<file path="src/design/lruk_pkg.sv">
`timescale 1ns / 1ps

package lruk_pkg;

	localparam int PAGE_W     = 14;
	localparam int CNT_W      = 8;
	localparam int FUNC_W     = 2;
	localparam int SLOT_W     = 4;
	localparam int KIND_W     = 3;
	localparam int LEN_W      = 5;
	localparam int THR_W      = 8;
	localparam int QSIZE_W    = 5;
	localparam int CFG_IDX_W  = 1;
	localparam int CFG_DATA_W = 8;

	localparam logic [CNT_W-1:0] CNT_MAX = '1;
	localparam logic [CNT_W-1:0] CNT_ONE = CNT_W'(1);

	localparam logic [FUNC_W-1:0] FN_ACCESS   = 2'd0;
	localparam logic [FUNC_W-1:0] FN_RD_HIST  = 2'd1;
	localparam logic [FUNC_W-1:0] FN_RD_CACHE = 2'd2;

	localparam logic [KIND_W-1:0] KIND_CACHE_HIT = 3'd0;
	localparam logic [KIND_W-1:0] KIND_HIST_HIT  = 3'd1;
	localparam logic [KIND_W-1:0] KIND_PROMOTED  = 3'd2;
	localparam logic [KIND_W-1:0] KIND_NEW       = 3'd3;
	localparam logic [KIND_W-1:0] KIND_READOUT   = 3'd4;

	localparam logic [CFG_IDX_W-1:0] REG_THRESHOLD = 1'b0;
	localparam logic [CFG_IDX_W-1:0] REG_QSIZE     = 1'b1;

	localparam logic [THR_W-1:0]   THRESHOLD_RST = 8'd2;
	localparam logic [QSIZE_W-1:0] QSIZE_RST     = 5'd16;

	typedef enum logic [1:0] {
		ST_IDLE,
		ST_CMP,
		ST_UPD
	} state_t;

	typedef struct packed {
		logic [FUNC_W-1:0] func;
		logic [PAGE_W-1:0] page;
		logic [SLOT_W-1:0] slot;
	} in_item_t;

	typedef struct packed {
		logic [KIND_W-1:0] kind;
		logic              evicted_valid;
		logic [PAGE_W-1:0] evicted_page;
		logic              evicted_from;
		logic              read_valid;
		logic [PAGE_W-1:0] read_page;
		logic [LEN_W-1:0]  history_length;
		logic [LEN_W-1:0]  cache_length;
	} out_item_t;

	typedef struct packed {
		logic cmp;
		logic valid;
		logic shift;
		logic load;
	} cell_ctl_t;

endpackage

</file>
<file path="src/design/lru_k_page_replacement_top.sv">
`timescale 1ns / 1ps

// channel   ports                                  handshake
// item in   start, busy, item                      taken when start && !busy
// result    done, result                           one-cycle strobe, no stall
// config    cfg_valid, cfg_ready, cfg_index, cfg_data  written when valid && ready
//
// each item passes a compare state, which compares the page in every cell, then
// an update state, which shifts and loads the chain of cells and registers the result
// the result strobe comes in the cycle after the update; busy is high only
// in the compare state, so a new item can be taken while the last one is in update
// reset empties both queues and restores threshold 2 and queue size 16
// results cannot be held off; the config port is always ready

module lru_k_page_replacement_top import lruk_pkg::*; #(
	parameter int QUEUE_DEPTH = 16,
	parameter int PAGE_BITS   = 14
) (
	input  logic                  clk,
	input  logic                  arst_n,
	input  logic                  start,
	output logic                  busy,
	input  in_item_t              item,
	output logic                  done,
	output out_item_t             result,
	input  logic                  cfg_valid,
	output logic                  cfg_ready,
	input  logic [CFG_IDX_W-1:0]  cfg_index,
	input  logic [CFG_DATA_W-1:0] cfg_data
);

	localparam int SW  = (PAGE_BITS < PAGE_W) ? PAGE_BITS : PAGE_W;
	localparam int HDW = CNT_W + SW;
	localparam int FW  = $clog2(QUEUE_DEPTH + 1);

	state_t              state_q, state_d;
	logic                cmp_en, upd;
	in_item_t            item_q;
	logic [THR_W-1:0]    thresh_q;
	logic [QSIZE_W-1:0]  qsize_q;
	logic [FW-1:0]       hfill_q, cfill_q, hfill_d, cfill_d;
	logic [FW-1:0]       sz;
	logic                done_q;
	out_item_t           result_q, result_d;

	logic [HDW-1:0]         h_data [QUEUE_DEPTH];
	logic [SW-1:0]          c_data [QUEUE_DEPTH];
	logic [QUEUE_DEPTH-1:0] h_hit, c_hit;
	logic [QUEUE_DEPTH:0]   h_gap, c_gap;
	cell_ctl_t              h_ctl [QUEUE_DEPTH];
	cell_ctl_t              c_ctl [QUEUE_DEPTH];

	logic [SW-1:0]    key;
	logic             is_acc, cache_hit, hist_hit, promote, new_page;
	logic             h_full, c_full, h_evict, c_evict;
	logic [CNT_W-1:0] hit_cnt, cnt_inc;
	logic             h_load_en, c_load_en;
	logic [FW-1:0]    h_load_pos, c_load_pos;
	logic [HDW-1:0]   h_new;
	logic [SW-1:0]    rd_sel;
	logic             rd_valid;

	// control
	always_comb begin
		state_d = state_q;
		case (state_q)
			ST_IDLE: begin
				if (start) begin
					state_d = ST_CMP;
				end
			end
			ST_CMP: begin
				state_d = ST_UPD;
			end
			ST_UPD: begin
				state_d = start ? ST_CMP : ST_IDLE;
			end
			default: begin
				state_d = ST_IDLE;
			end
		endcase
	end

	always_comb begin
		busy   = 1'b0;
		cmp_en = 1'b0;
		upd    = 1'b0;
		case (state_q)
			ST_CMP: begin
				busy   = 1'b1;
				cmp_en = 1'b1;
			end
			ST_UPD: begin
				upd = 1'b1;
			end
			default: begin
				busy = 1'b0;
			end
		endcase
	end

	always_ff @(posedge clk or negedge arst_n) begin
		if (!arst_n) begin
			state_q <= ST_IDLE;
		end else begin
			state_q <= state_d;
		end
	end

	always_ff @(posedge clk) begin
		if (start && !busy) begin
			item_q <= item;
		end
	end

	assign cfg_ready = 1'b1;

	always_ff @(posedge clk or negedge arst_n) begin
		if (!arst_n) begin
			thresh_q <= THRESHOLD_RST;
			qsize_q  <= QSIZE_RST;
		end else if (cfg_valid) begin
			case (cfg_index)
				REG_THRESHOLD: thresh_q <= cfg_data[THR_W-1:0];
				REG_QSIZE:     qsize_q  <= cfg_data[QSIZE_W-1:0];
				default:       thresh_q <= thresh_q;
			endcase
		end
	end

	// size in use
	always_comb begin
		if (qsize_q == '0) begin
			sz = FW'(1);
		end else if (7'(qsize_q) > 7'(QUEUE_DEPTH)) begin
			sz = FW'(QUEUE_DEPTH);
		end else begin
			sz = FW'(qsize_q);
		end
	end

	assign key = item_q.page[SW-1:0];

	// decision
	always_comb begin
		hit_cnt = '0;
		for (int i = 0; i < QUEUE_DEPTH; i++) begin
			if (h_hit[i]) begin
				hit_cnt = hit_cnt | h_data[i][HDW-1:SW];
			end
		end
	end

	assign is_acc    = item_q.func == FN_ACCESS;
	assign cache_hit = is_acc && (|c_hit);
	assign hist_hit  = is_acc && !cache_hit && (|h_hit);
	assign new_page  = is_acc && !cache_hit && !hist_hit;
	assign cnt_inc   = (hit_cnt == CNT_MAX) ? hit_cnt : hit_cnt + CNT_ONE;
	assign promote   = hist_hit && (cnt_inc >= thresh_q);
	assign h_full    = hfill_q >= sz;
	assign c_full    = cfill_q >= sz;
	assign h_evict   = new_page && h_full;
	assign c_evict   = promote && c_full;

	assign h_gap[0] = upd && h_evict;
	assign c_gap[0] = upd && c_evict;

	assign h_load_en  = upd && ((hist_hit && !promote) || new_page);
	assign h_load_pos = (hist_hit || h_full) ? hfill_q - FW'(1) : hfill_q;
	assign h_new      = {hist_hit ? cnt_inc : CNT_ONE, key};
	assign c_load_en  = upd && (cache_hit || promote);
	assign c_load_pos = (cache_hit || c_full) ? cfill_q - FW'(1) : cfill_q;

	// chains of cells
	genvar gi;
	generate
		for (gi = 0; gi < QUEUE_DEPTH; gi++) begin : g_cell
			logic [HDW-1:0] h_next;
			logic [SW-1:0]  c_next;

			if (gi < QUEUE_DEPTH - 1) begin : g_mid
				assign h_next = h_data[gi+1];
				assign c_next = c_data[gi+1];
			end else begin : g_end
				assign h_next = '0;
				assign c_next = '0;
			end

			always_comb begin
				h_ctl[gi].cmp   = cmp_en;
				h_ctl[gi].valid = hfill_q > FW'(gi);
				h_ctl[gi].shift = upd && is_acc && h_gap[gi+1] && (hfill_q > FW'(gi + 1));
				h_ctl[gi].load  = h_load_en && (h_load_pos == FW'(gi));
				c_ctl[gi].cmp   = cmp_en;
				c_ctl[gi].valid = cfill_q > FW'(gi);
				c_ctl[gi].shift = upd && is_acc && c_gap[gi+1] && (cfill_q > FW'(gi + 1));
				c_ctl[gi].load  = c_load_en && (c_load_pos == FW'(gi));
			end

			lruk_cell #(
				.DW(HDW),
				.KW(SW)
			) u_hcell (
				.clk      (clk),
				.arst_n   (arst_n),
				.ctl      (h_ctl[gi]),
				.key      (key),
				.next_data(h_next),
				.new_data (h_new),
				.gap_in   (h_gap[gi]),
				.gap_out  (h_gap[gi+1]),
				.hit      (h_hit[gi]),
				.data     (h_data[gi])
			);

			lruk_cell #(
				.DW(SW),
				.KW(SW)
			) u_ccell (
				.clk      (clk),
				.arst_n   (arst_n),
				.ctl      (c_ctl[gi]),
				.key      (key),
				.next_data(c_next),
				.new_data (key),
				.gap_in   (c_gap[gi]),
				.gap_out  (c_gap[gi+1]),
				.hit      (c_hit[gi]),
				.data     (c_data[gi])
			);
		end
	endgenerate

	// fills
	always_comb begin
		hfill_d = hfill_q;
		cfill_d = cfill_q;
		if (upd) begin
			if (promote) begin
				hfill_d = hfill_q - FW'(1);
			end else if (new_page && !h_full) begin
				hfill_d = hfill_q + FW'(1);
			end
			if (promote && !c_full) begin
				cfill_d = cfill_q + FW'(1);
			end
		end
	end

	always_ff @(posedge clk or negedge arst_n) begin
		if (!arst_n) begin
			hfill_q <= '0;
			cfill_q <= '0;
		end else begin
			hfill_q <= hfill_d;
			cfill_q <= cfill_d;
		end
	end

	// readout
	always_comb begin
		rd_sel = '0;
		for (int i = 0; i < QUEUE_DEPTH; i++) begin
			if (int'(item_q.slot) == i) begin
				rd_sel = (item_q.func == FN_RD_HIST) ? h_data[i][SW-1:0] : c_data[i];
			end
		end
	end

	always_comb begin
		case (item_q.func)
			FN_RD_HIST:  rd_valid = 7'(item_q.slot) < 7'(hfill_q);
			FN_RD_CACHE: rd_valid = 7'(item_q.slot) < 7'(cfill_q);
			default:     rd_valid = 1'b0;
		endcase
	end

	// result
	always_comb begin
		result_d = '0;
		if (!is_acc) begin
			result_d.kind = KIND_READOUT;
		end else if (cache_hit) begin
			result_d.kind = KIND_CACHE_HIT;
		end else if (hist_hit) begin
			result_d.kind = promote ? KIND_PROMOTED : KIND_HIST_HIT;
		end else begin
			result_d.kind = KIND_NEW;
		end
		result_d.evicted_valid = h_evict || c_evict;
		result_d.evicted_from  = c_evict;
		if (c_evict) begin
			result_d.evicted_page = PAGE_W'(c_data[0]);
		end else if (h_evict) begin
			result_d.evicted_page = PAGE_W'(h_data[0][SW-1:0]);
		end
		result_d.read_valid     = rd_valid;
		result_d.read_page      = rd_valid ? PAGE_W'(rd_sel) : '0;
		result_d.history_length = LEN_W'(hfill_d);
		result_d.cache_length   = LEN_W'(cfill_d);
	end

	always_ff @(posedge clk or negedge arst_n) begin
		if (!arst_n) begin
			done_q <= 1'b0;
		end else begin
			done_q <= upd;
		end
	end

	always_ff @(posedge clk) begin
		if (upd) begin
			result_q <= result_d;
		end
	end

	assign done   = done_q;
	assign result = result_q;

`ifndef ASSERT_OFF
	a_start_to_cmp: assert property (@(posedge clk) disable iff (!arst_n)
		start && !busy |=> state_q == ST_CMP)
		else $error("accepted item did not enter compare");

	a_done_after_upd: assert property (@(posedge clk) disable iff (!arst_n)
		done |-> $past(state_q == ST_UPD))
		else $error("result strobe without update");

	a_hit_unique: assert property (@(posedge clk) disable iff (!arst_n)
		state_q == ST_UPD |-> $onehot0(h_hit) && $onehot0(c_hit) && !((|h_hit) && (|c_hit)))
		else $error("page held in more than one slot");

	a_fill_bound: assert property (@(posedge clk) disable iff (!arst_n)
		hfill_q <= FW'(QUEUE_DEPTH) && cfill_q <= FW'(QUEUE_DEPTH))
		else $error("queue fill beyond depth");
`endif

endmodule

</file>
<file path="src/design/lruk_cell.sv">
`timescale 1ns / 1ps

module lruk_cell import lruk_pkg::*; #(
	parameter int DW = 14,
	parameter int KW = 14
) (
	input  logic          clk,
	input  logic          arst_n,
	input  cell_ctl_t     ctl,
	input  logic [KW-1:0] key,
	input  logic [DW-1:0] next_data,
	input  logic [DW-1:0] new_data,
	input  logic          gap_in,
	output logic          gap_out,
	output logic          hit,
	output logic [DW-1:0] data
);

	logic [DW-1:0] data_q;
	logic          hit_q;

	always_ff @(posedge clk or negedge arst_n) begin
		if (!arst_n) begin
			hit_q <= 1'b0;
		end else if (ctl.cmp) begin
			hit_q <= ctl.valid && (data_q[KW-1:0] == key);
		end
	end

	always_ff @(posedge clk) begin
		if (ctl.load) begin
			data_q <= new_data;
		end else if (ctl.shift) begin
			data_q <= next_data;
		end
	end

	// gap runs up the chain from the matching or evicted slot
	assign gap_out = gap_in | hit_q;
	assign hit     = hit_q;
	assign data    = data_q;

endmodule

</file>
<file path="config.mk">
export PLATFORM = sky130hd
export DESIGN_NAME = lru_k_page_replacement_top
export DESIGN_NICKNAME = d
export VERILOG_FILES = /design/src/design/lruk_pkg.sv /design/src/design/lru_k_page_replacement_top.sv /design/src/design/lruk_cell.sv
export SDC_FILE = /design/constraint.sdc
export NUM_CORES = 2
export LEC_CHECK = 0
export BUFFER_PORTS_ARGS = -buffer_cell sky130_fd_sc_hd__buf_2
export CORE_AREA = 4 4 335 337
export CTS_BUF_LIST = sky130_fd_sc_hd__clkbuf_2
export CTS_CLUSTER_DIAMETER = 30
export CTS_CLUSTER_SIZE = 25
export DETAILED_ROUTE_END_ITERATION = 8
export DIE_AREA = 0 0 339 341
export PLACE_DENSITY_LB_ADDON = 0.12
export RECOVER_POWER = 100
export SETUP_SLACK_MARGIN = 0.05
export SLEW_MARGIN = 20
export SYNTH_ARGS = -nofsm -noshare
export SYNTH_HDL_FRONTEND = slang
export SYNTH_SLANG_ARGS = --single-unit
</file>
<file path="constraint.sdc">
create_clock -name clk -period 7.49 [get_ports clk]
set_input_delay 1.498 -clock clk [delete_from_list [all_inputs] [get_ports clk]]
set_output_delay 1.498 -clock clk [all_outputs]
set_load 0.03 [all_outputs]
</file>
**Word-level counts from Yosys, hierarchy flattened**

Index checks and enable logic that the tools add are counted.

- Add/sub/neg operators: 5
- $mul: 0
- Divide/modulo/power cells: 0
- Order comparisons: 40
- Equal/unequal tests: 83
- Shifts and indexed selects: 0
- Multiplexer cells: 133
- Bitwise operators: 49
- Reduce and logical (&&, ||, !) cells: 198

Operator list:

| kind | count |
|---|---|
| 2-to-1 mux 14 bit | 66 |
| 2-to-1 mux 22 bit | 32 |
| equality test 14 bit | 32 |
| logical AND 1 bit | 144 |
| 2-to-1 mux 8 bit | 18 |
| bitwise OR 8 bit | 15 |
| equality test 5 x 4 -> 1 bit, second input constant | 16 |
| greater-than comparator 5 x 4 -> 1 bit, second input constant | 16 |
| nonzero test 2 bit | 32 |
| 2-to-1 mux 5 bit | 9 |
| equality test 5 x 3 -> 1 bit, second input constant | 8 |
| greater-than comparator 5 x 3 -> 1 bit, second input constant | 8 |
| equality test 4 bit, second input constant | 8 |
| bitwise OR 1 bit | 32 |
| OR reduction 16 bit | 2 |
| equality test 5 x 2 -> 1 bit, second input constant | 4 |
| greater-than comparator 5 x 1 -> 1 bit, second input constant | 4 |
| greater-than comparator 5 x 2 -> 1 bit, second input constant | 4 |
| equality test 4 x 3 -> 1 bit, second input constant | 4 |
| greater-than comparator 5 bit, second input constant | 3 |
| zero test 5 bit | 3 |
| adder 5 x 1 -> 5 bit, second input constant | 2 |
| equality test 5 x 1 -> 1 bit, second input constant | 2 |
| greater-or-equal comparator 5 bit | 2 |
| other kinds (21) | 42 |

- Flip-flop bits (word level): 698
- Bits in latches: 0
- RAM bits: 0
- Memory bits (read-only): 0
- Input port bits: 33
- Output and inout port bits: 47
- Logic and storage cells: 590
- Memories kept: 0

**Logic depth before layout (Yosys ltp)**

- Depth after elaboration: 57
- Gate-level depth with buffers: 21
- Gate-level depth less buffers: 16

**By module**

A second synthesis with hierarchy kept.

- Cell total of the unflattened synthesis: 3223
- Area, all modules: 41046.9 um^2

By module, submodules not included:

| module | times used | cells an instance | area each (um^2) | sequential area each (um^2) |
|---|---|---|---|---|
| lruk_cell (g_cell[0].u_hcell ...) | 16 | 70 | 1119.8 | 685.7 |
| lruk_cell (g_cell[0].u_ccell ...) | 16 | 54 | 788.3 | 445.4 |
| lru_k_page_replacement_top | 1 | 1239 | 10517.6 | 2575.0 |

**Worst setup path before layout**

Ideal clock, no wire load.

- Path type: register to register
- Start: reg g_cell[14].u_hcell.hit_q
- End: reg g_cell[6].u_ccell.data_q[0], enable pin
- Setup time: 426 ps
- Arrival time: 5095 ps
- Required time: 7064 ps
- Slack: 1968 ps
- Stages on the path, launching flop included: 17
- Path buffers: 3
- Period minus slack after synthesis: 5522 ps
- Cell sequence: dfrtp_1 > clkbuf_1 > a22o_1 > a221oi_1 > and4_1 > clkbuf_1 > nor4_1 > a211oi_1 > xnor2_1 > ha_1 > nand3_1 > o21ai_0 > and3_1 > clkbuf_1 > a31o_2 > nor4_1 > o41ai_1

- Longest elaborated chain between the ends: 19
- Elaborated cells on any way between the ends: 25
- Classes of those cells: add/sub: 1; order compare: 1; eq/ne: 1; mux: 3; bitwise: 8; reduce/logical: 11

Ends and longest elaborated chain:

| element | RTL line | text |
|---|---|---|
| from (decl) | lruk_cell.sv:20 | `logic hit_q;` |
| from (signal assigned) | lruk_cell.sv:26 | `hit_q <= ctl.valid && (data_q[KW-1:0] == key);` |
| 2-to-1 mux 8 bit | lru_k_page_replacement_top.sv:148 | `if (h_hit[i]) begin` |
| bitwise OR 8 bit | lru_k_page_replacement_top.sv:149 | `hit_cnt = hit_cnt \| h_data[i][HDW-1:SW];` |
| 2-to-1 mux 8 bit | lru_k_page_replacement_top.sv:148 |  |
| adder 8 x 1 -> 8 bit or equality test 8 bit (tied branches) | lru_k_page_replacement_top.sv:158 | `assign cnt_inc = (hit_cnt == CNT_MAX) ? hit_cnt : hit_cnt + CNT_ONE;` |
| 2-to-1 mux 8 bit | lru_k_page_replacement_top.sv:158 |  |
| greater-or-equal comparator 8 bit | lru_k_page_replacement_top.sv:159 | `assign promote = hist_hit && (cnt_inc >= thresh_q);` |
| logical AND 1 bit * | lru_k_page_replacement_top.sv:159 |  |
| logical AND 1 bit | lru_k_page_replacement_top.sv:163 | `assign c_evict = promote && c_full;` |
| logical AND 1 bit | lru_k_page_replacement_top.sv:166 | `assign c_gap[0] = upd && c_evict;` |
| bitwise OR 1 bit (7 in a row) | lruk_cell.sv:39 | `assign gap_out = gap_in \| hit_q;` |
| logical AND 1 bit (2 in a row) | lru_k_page_replacement_top.sv:196 | `c_ctl[gi].shift = upd && is_acc && c_gap[gi+1] && (cfill_q > FW'(gi + 1));` |
| nonzero test 2 bit (no source line) * | - |  |
| to (signal assigned) | lruk_cell.sv:32 | `data_q <= new_data;` |
| to (signal assigned) | lruk_cell.sv:34 | `data_q <= next_data;` |
| to (decl) | lruk_cell.sv:19 | `logic [DW-1:0] data_q;` |

Every way passes the cells marked *; elsewhere a longest branch is shown, timed or not.
A chain may end at the register's enable or synchronous reset.

**Final worst setup path**

- Start: reg g_cell[0].u_hcell.hit_q
- End: reg g_cell[13].u_ccell.data_q[8], enable pin

- Longest elaborated chain between the ends: 54
- Elaborated cells on any way between the ends: 60
- Classes of those cells: add/sub: 1; order compare: 1; eq/ne: 1; mux: 17; bitwise: 29; reduce/logical: 11

Ends and longest elaborated chain:

| element | RTL line |
|---|---|
| from (decl) | lruk_cell.sv:20 |
| from (signal assigned) | lruk_cell.sv:26 |
| 2-to-1 mux 8 bit | lru_k_page_replacement_top.sv:148 |
| bitwise OR 8 bit | lru_k_page_replacement_top.sv:149 |
| 2-to-1 mux 8 bit | lru_k_page_replacement_top.sv:148 |
| bitwise OR 8 bit | lru_k_page_replacement_top.sv:149 |
| 2-to-1 mux 8 bit | lru_k_page_replacement_top.sv:148 |
| bitwise OR 8 bit | lru_k_page_replacement_top.sv:149 |
| 2-to-1 mux 8 bit | lru_k_page_replacement_top.sv:148 |
| bitwise OR 8 bit | lru_k_page_replacement_top.sv:149 |
| [... 24 more ...] | - |
| 2-to-1 mux 8 bit | lru_k_page_replacement_top.sv:158 |
| greater-or-equal comparator 8 bit | lru_k_page_replacement_top.sv:159 |
| logical AND 1 bit * | lru_k_page_replacement_top.sv:159 |
| logical AND 1 bit | lru_k_page_replacement_top.sv:163 |
| logical AND 1 bit | lru_k_page_replacement_top.sv:166 |
| bitwise OR 1 bit (14 in a row) | lruk_cell.sv:39 |
| logical AND 1 bit (2 in a row) | lru_k_page_replacement_top.sv:196 |
| nonzero test 2 bit (no source line) * | - |
| to (signal assigned) | lruk_cell.sv:32 |
| to (signal assigned) | lruk_cell.sv:34 |
| to (decl) | lruk_cell.sv:19 |

Marks and branches as above.

==> impl_metrics.csv <==
group,metric,value,unit
worst_setup_path,crit_arrival,8.06,ns
timing,rsz0062_at_grt,"no",
synth,post-synth-top-area-cell,"edfxtp_1",
cells_and_area,fin_area,45900,um2
synth,netlist_instances,3297,
timing,period_needed,6.93,ns
grt,met2_usage,0.459,
timing,slew_violations,241,
clock_network,cts_sinks,698,
drt,drtIter0Drc,3217,
clock_network,htree_levels,4,
placement,io_buffers,78,
grt,grt.busiest_layer,"met2",
floorplanning,num_rows,121,
flow_run,cap_violations,9,
drt,detail_route.wl_per_cell,34.0,um
grt,grt_max_degree,94,
grt,grt_pass1_wl,236000,um
clock_network,tritoncts,"yes",
timing,fin_tns_setup,0,ns
placement,place_congestion,0.945,
outcome,status,"complete, but fails checks",
timing,worst_pin_slew,3.87,ns
grt,antenna_found_initial,10,
pwr,leakage,15.6,nW
worst_setup_path,worstSetupStartpoint,"g_cell[0].u_hcell.hit$_DFFE_PN0P_",
placement,dp_cells,4611,
cells_and_area,nets,3470,
grt,grt_use_met1,0.386,
pwr,cellPowerDensity,208,nW/um2
worst_setup_path,cp_max_fo,17,
drt,antenna_left,0,
grt,grt_use_met3,0.0545,
timing,finalHoldViolCount,0,
drt,route.vias.total,30092,
synth,synth-seq-cells,698,
placement,placed_area,43400,um2
clock_network,cts_buffer_depth,3,
grt,gr-usage-all-layers,0.285,
floorplanning,die_w,339,um
synth,ys_seq_area_frac,0.501,
synth,ys_warn_count,0,
cells_and_area,syn_to_final_growth,11.4,%
floorplanning,io_pins,80,
clock_network,numCtsBuffers,184,
clock_network,cts-resized-gates,0,
worst_setup_path,r2r-start,"g_cell[0].u_hcell.hit$_DFFE_PN0P_",
cells_and_area,drive_gt1_frac,0.272,
timing,whs,0.182,ns
floorplanning,die_area,116000,um2
placement,hpwl,120000,um
worst_setup_path,crit_type,"reg -> reg",
pwr,ir_worst_vdd,0.000158,V
timing,fmax,144,MHz
synth,synth_top_area_frac,0.466,
grt,grt_overflow_total,0,
timing,setup_viol,0,
drt,drt-vias-per-instance,6.05,
cells_and_area,instances_no_fill,4977,
worst_setup_path,cp_data_required_time,8.62,ns
worst_setup_path,cp-start-kind,"flop",
clock_network,clk_latency,1.55,ns
floorplanning,die_h,341,um
drt,dr.pass1.iters,5,
synth,synth.area.top_cells,"edfxtp_1 47%, mux2_2 13%, xor2_1 8.4%",
synth,synth.avg_cell_area,12.5,um2
synth,yosys.cell_types.count,74,
synth,synthArstFlopShare,0.0831,
grt,grt_pass1_vias,29662,
cells_and_area,final_core_util,0.422,
synth,netlist_area,41200,um2
drt,drt-total-wl,169000,um
timing,finClkSkew,0.129,ns
worst_hold_path,hp-start,"item[13]",
drt,drc,0,
synth,ys_top_cells_by_count,"640 x edfxtp_1, 487 x mux2_2, 394 x xor2_1",
worst_setup_path,end_kind,"flop",
clock_network,clk_pin_slew,0.14,ns
floorplanning,core,109000,um2
floorplanning,start_util,0.379,
timing,slew_headroom,-1.58,
synth,synth_flop_cell,"edfxtp_1",
clock_network,root_buffer,"clkbuf_2",
synth,synth.most_common_cell,"edfxtp_1",
timing,finalCritPeriodShare,0.926,
worst_hold_path,hp-class,"in -> reg",
synth,synth_fp_nets,3370,
synth,synth_edf_count,640,
outcome,violations,"capacitance limit, slew limit",
==> worst max-delay path, cell delays in order, from the launching register on <==
cell and delay [ns]:
dfrtp_1 0.73, a22o_1 0.25, a221oi_1 0.05, and4_1 0.27
inv_1 0.09, ha_1 0.22, nor3b_1 0.67, a211oi_1 0.28
xnor2_1 0.21, ha_1 0.31, nand3_1 0.07, o21ai_0 0.45
and3_1 0.58, o221a_2 0.75, nand3_1 0.14, clkbuf_1 0.46
o21ai_0 0.23, clkbuf_1 0.74
==> sequential cells by signal, indices dropped and copies added, names as in the netlist <==
name and count:
hfill_q 5, g_cell.u_hcell.data 352, key 14, state_q 2, g_cell.u_hcell.hit 16, result 44, qsize_q 5, g_cell.u_ccell.data 224
cfill_q 5, done 1, item_q 6, g_cell.u_ccell.hit 16, thresh_q 8
==> kinds of logic (layout without fill, tap and decap cells) <==
| logic type | Yosys count | after routing | synth area share |
|---|---|---|---|
| adder cells (fa/ha/maj) | 40 | 40 | 0.0121 |
| XOR/XNOR | 459 | 459 | 0.0975 |
| AO/OA/AOI/OAI | 460 | 460 | 0.0789 |
| flip-flops | 698 | 698 | 0.501 |
| buffers and inverters | 317 | 576 | 0.0311 |
| other | 1 | 8 | 0.0000909 |
| multiplexers | 761 | 761 | 0.207 |
| AND/OR/NAND/NOR | 561 | 561 | 0.0720 |
==> report_power, final <==
part           internal [mW]  switching, mW  total, mW
Clock                   1.93           1.97       3.90
Sequential              4.27         0.0865       4.36
Combinational          0.367          0.944       1.31
Total                   6.57           3.00       9.57
==> metal layers <==
metal | vias to the layer above | wire length (um)
met4 | 4 | 5640
met2 | 1511 | 78900
met5 | - | 25
met3 | 288 | 12300
li1 | 12847 | -
met1 | 15442 | 72300
==> per-stage QoR <==
stage | setup slack, ns | power [mW]
3_3_place_gp | 1.09 | 5.71
6_report | 0.558 | 9.57
2_1_floorplan | 1.97 | 5.15
4_1_cts | 0.742 | 9.63
5_1_grt | 0.213 | 9.92
3_5_place_dp | 0.865 | 5.72
==> final timing paths <==
path                            slack [ns]  cells after the start                                    to
min in group asynchronous             0.88                      2     g_cell[3].u_ccell.hit$_DFFE_PN0P_
worst max-delay path                  0.56                     17  g_cell[13].u_ccell.data[8]$_DFFE_PP_
worst min register to register        0.47                      1                state_q[0]$_DFFE_PN0P_
worst min-delay path                  0.18                      1                      key[9]$_DFFE_PP_
worst max register to register        0.56                     17  g_cell[13].u_ccell.data[8]$_DFFE_PP_
max in group asynchronous             2.64                      3     g_cell[5].u_hcell.hit$_DFFE_PN0P_
==> final cells by class <==
type / count / area (um2)
Inverter: 43 / 161
Clock inverter: 137 / 1560
Multi-Input combinational cell: 2282 / 19500
Clock buffer: 208 / 1040
Tap cell: 1414 / 1770
Antenna cell: 7 / 17.5
Fill cell: 10167 / 62900
Sequential cell: 698 / 20700
Timing Repair Buffer: 188 / 1240
==> what timing repair did <==
action | in CTS | in global routing
buffers inserted | 0 | 0
hold buffers | 14 | 0
hold endpoints to repair | 25 | 0
==> cells in the final DEF, fill, tap and decap left out, types with 16 or more instances in the layout <==
cell	n
o22ai_1	46
bufinv_16	30
mux4_2	16
mux2_1	95
o41ai_1	16
clkbuf_2	217
nor3_1	50
nand4_1	42
mux2i_1	165
nand2b_1	19
nor2_1	73
edfxtp_1	640
clkbuf_1	71
and3_1	46
xnor2_1	65
nand3_1	32
a221oi_1	33
ha_1	39
a21oi_1	75
xor2_1	394
nand2_1	129
o21ai_0	89
clkinvlp_4	28
buf_4	50
a22o_1	48
o211ai_1	24
dfrtp_1	56
mux2_2	482
nor4_1	99
clkinv_2	32
inv_1	41
clkinv_1	24
buf_2	31
Power figures use the tool's default switching activity.
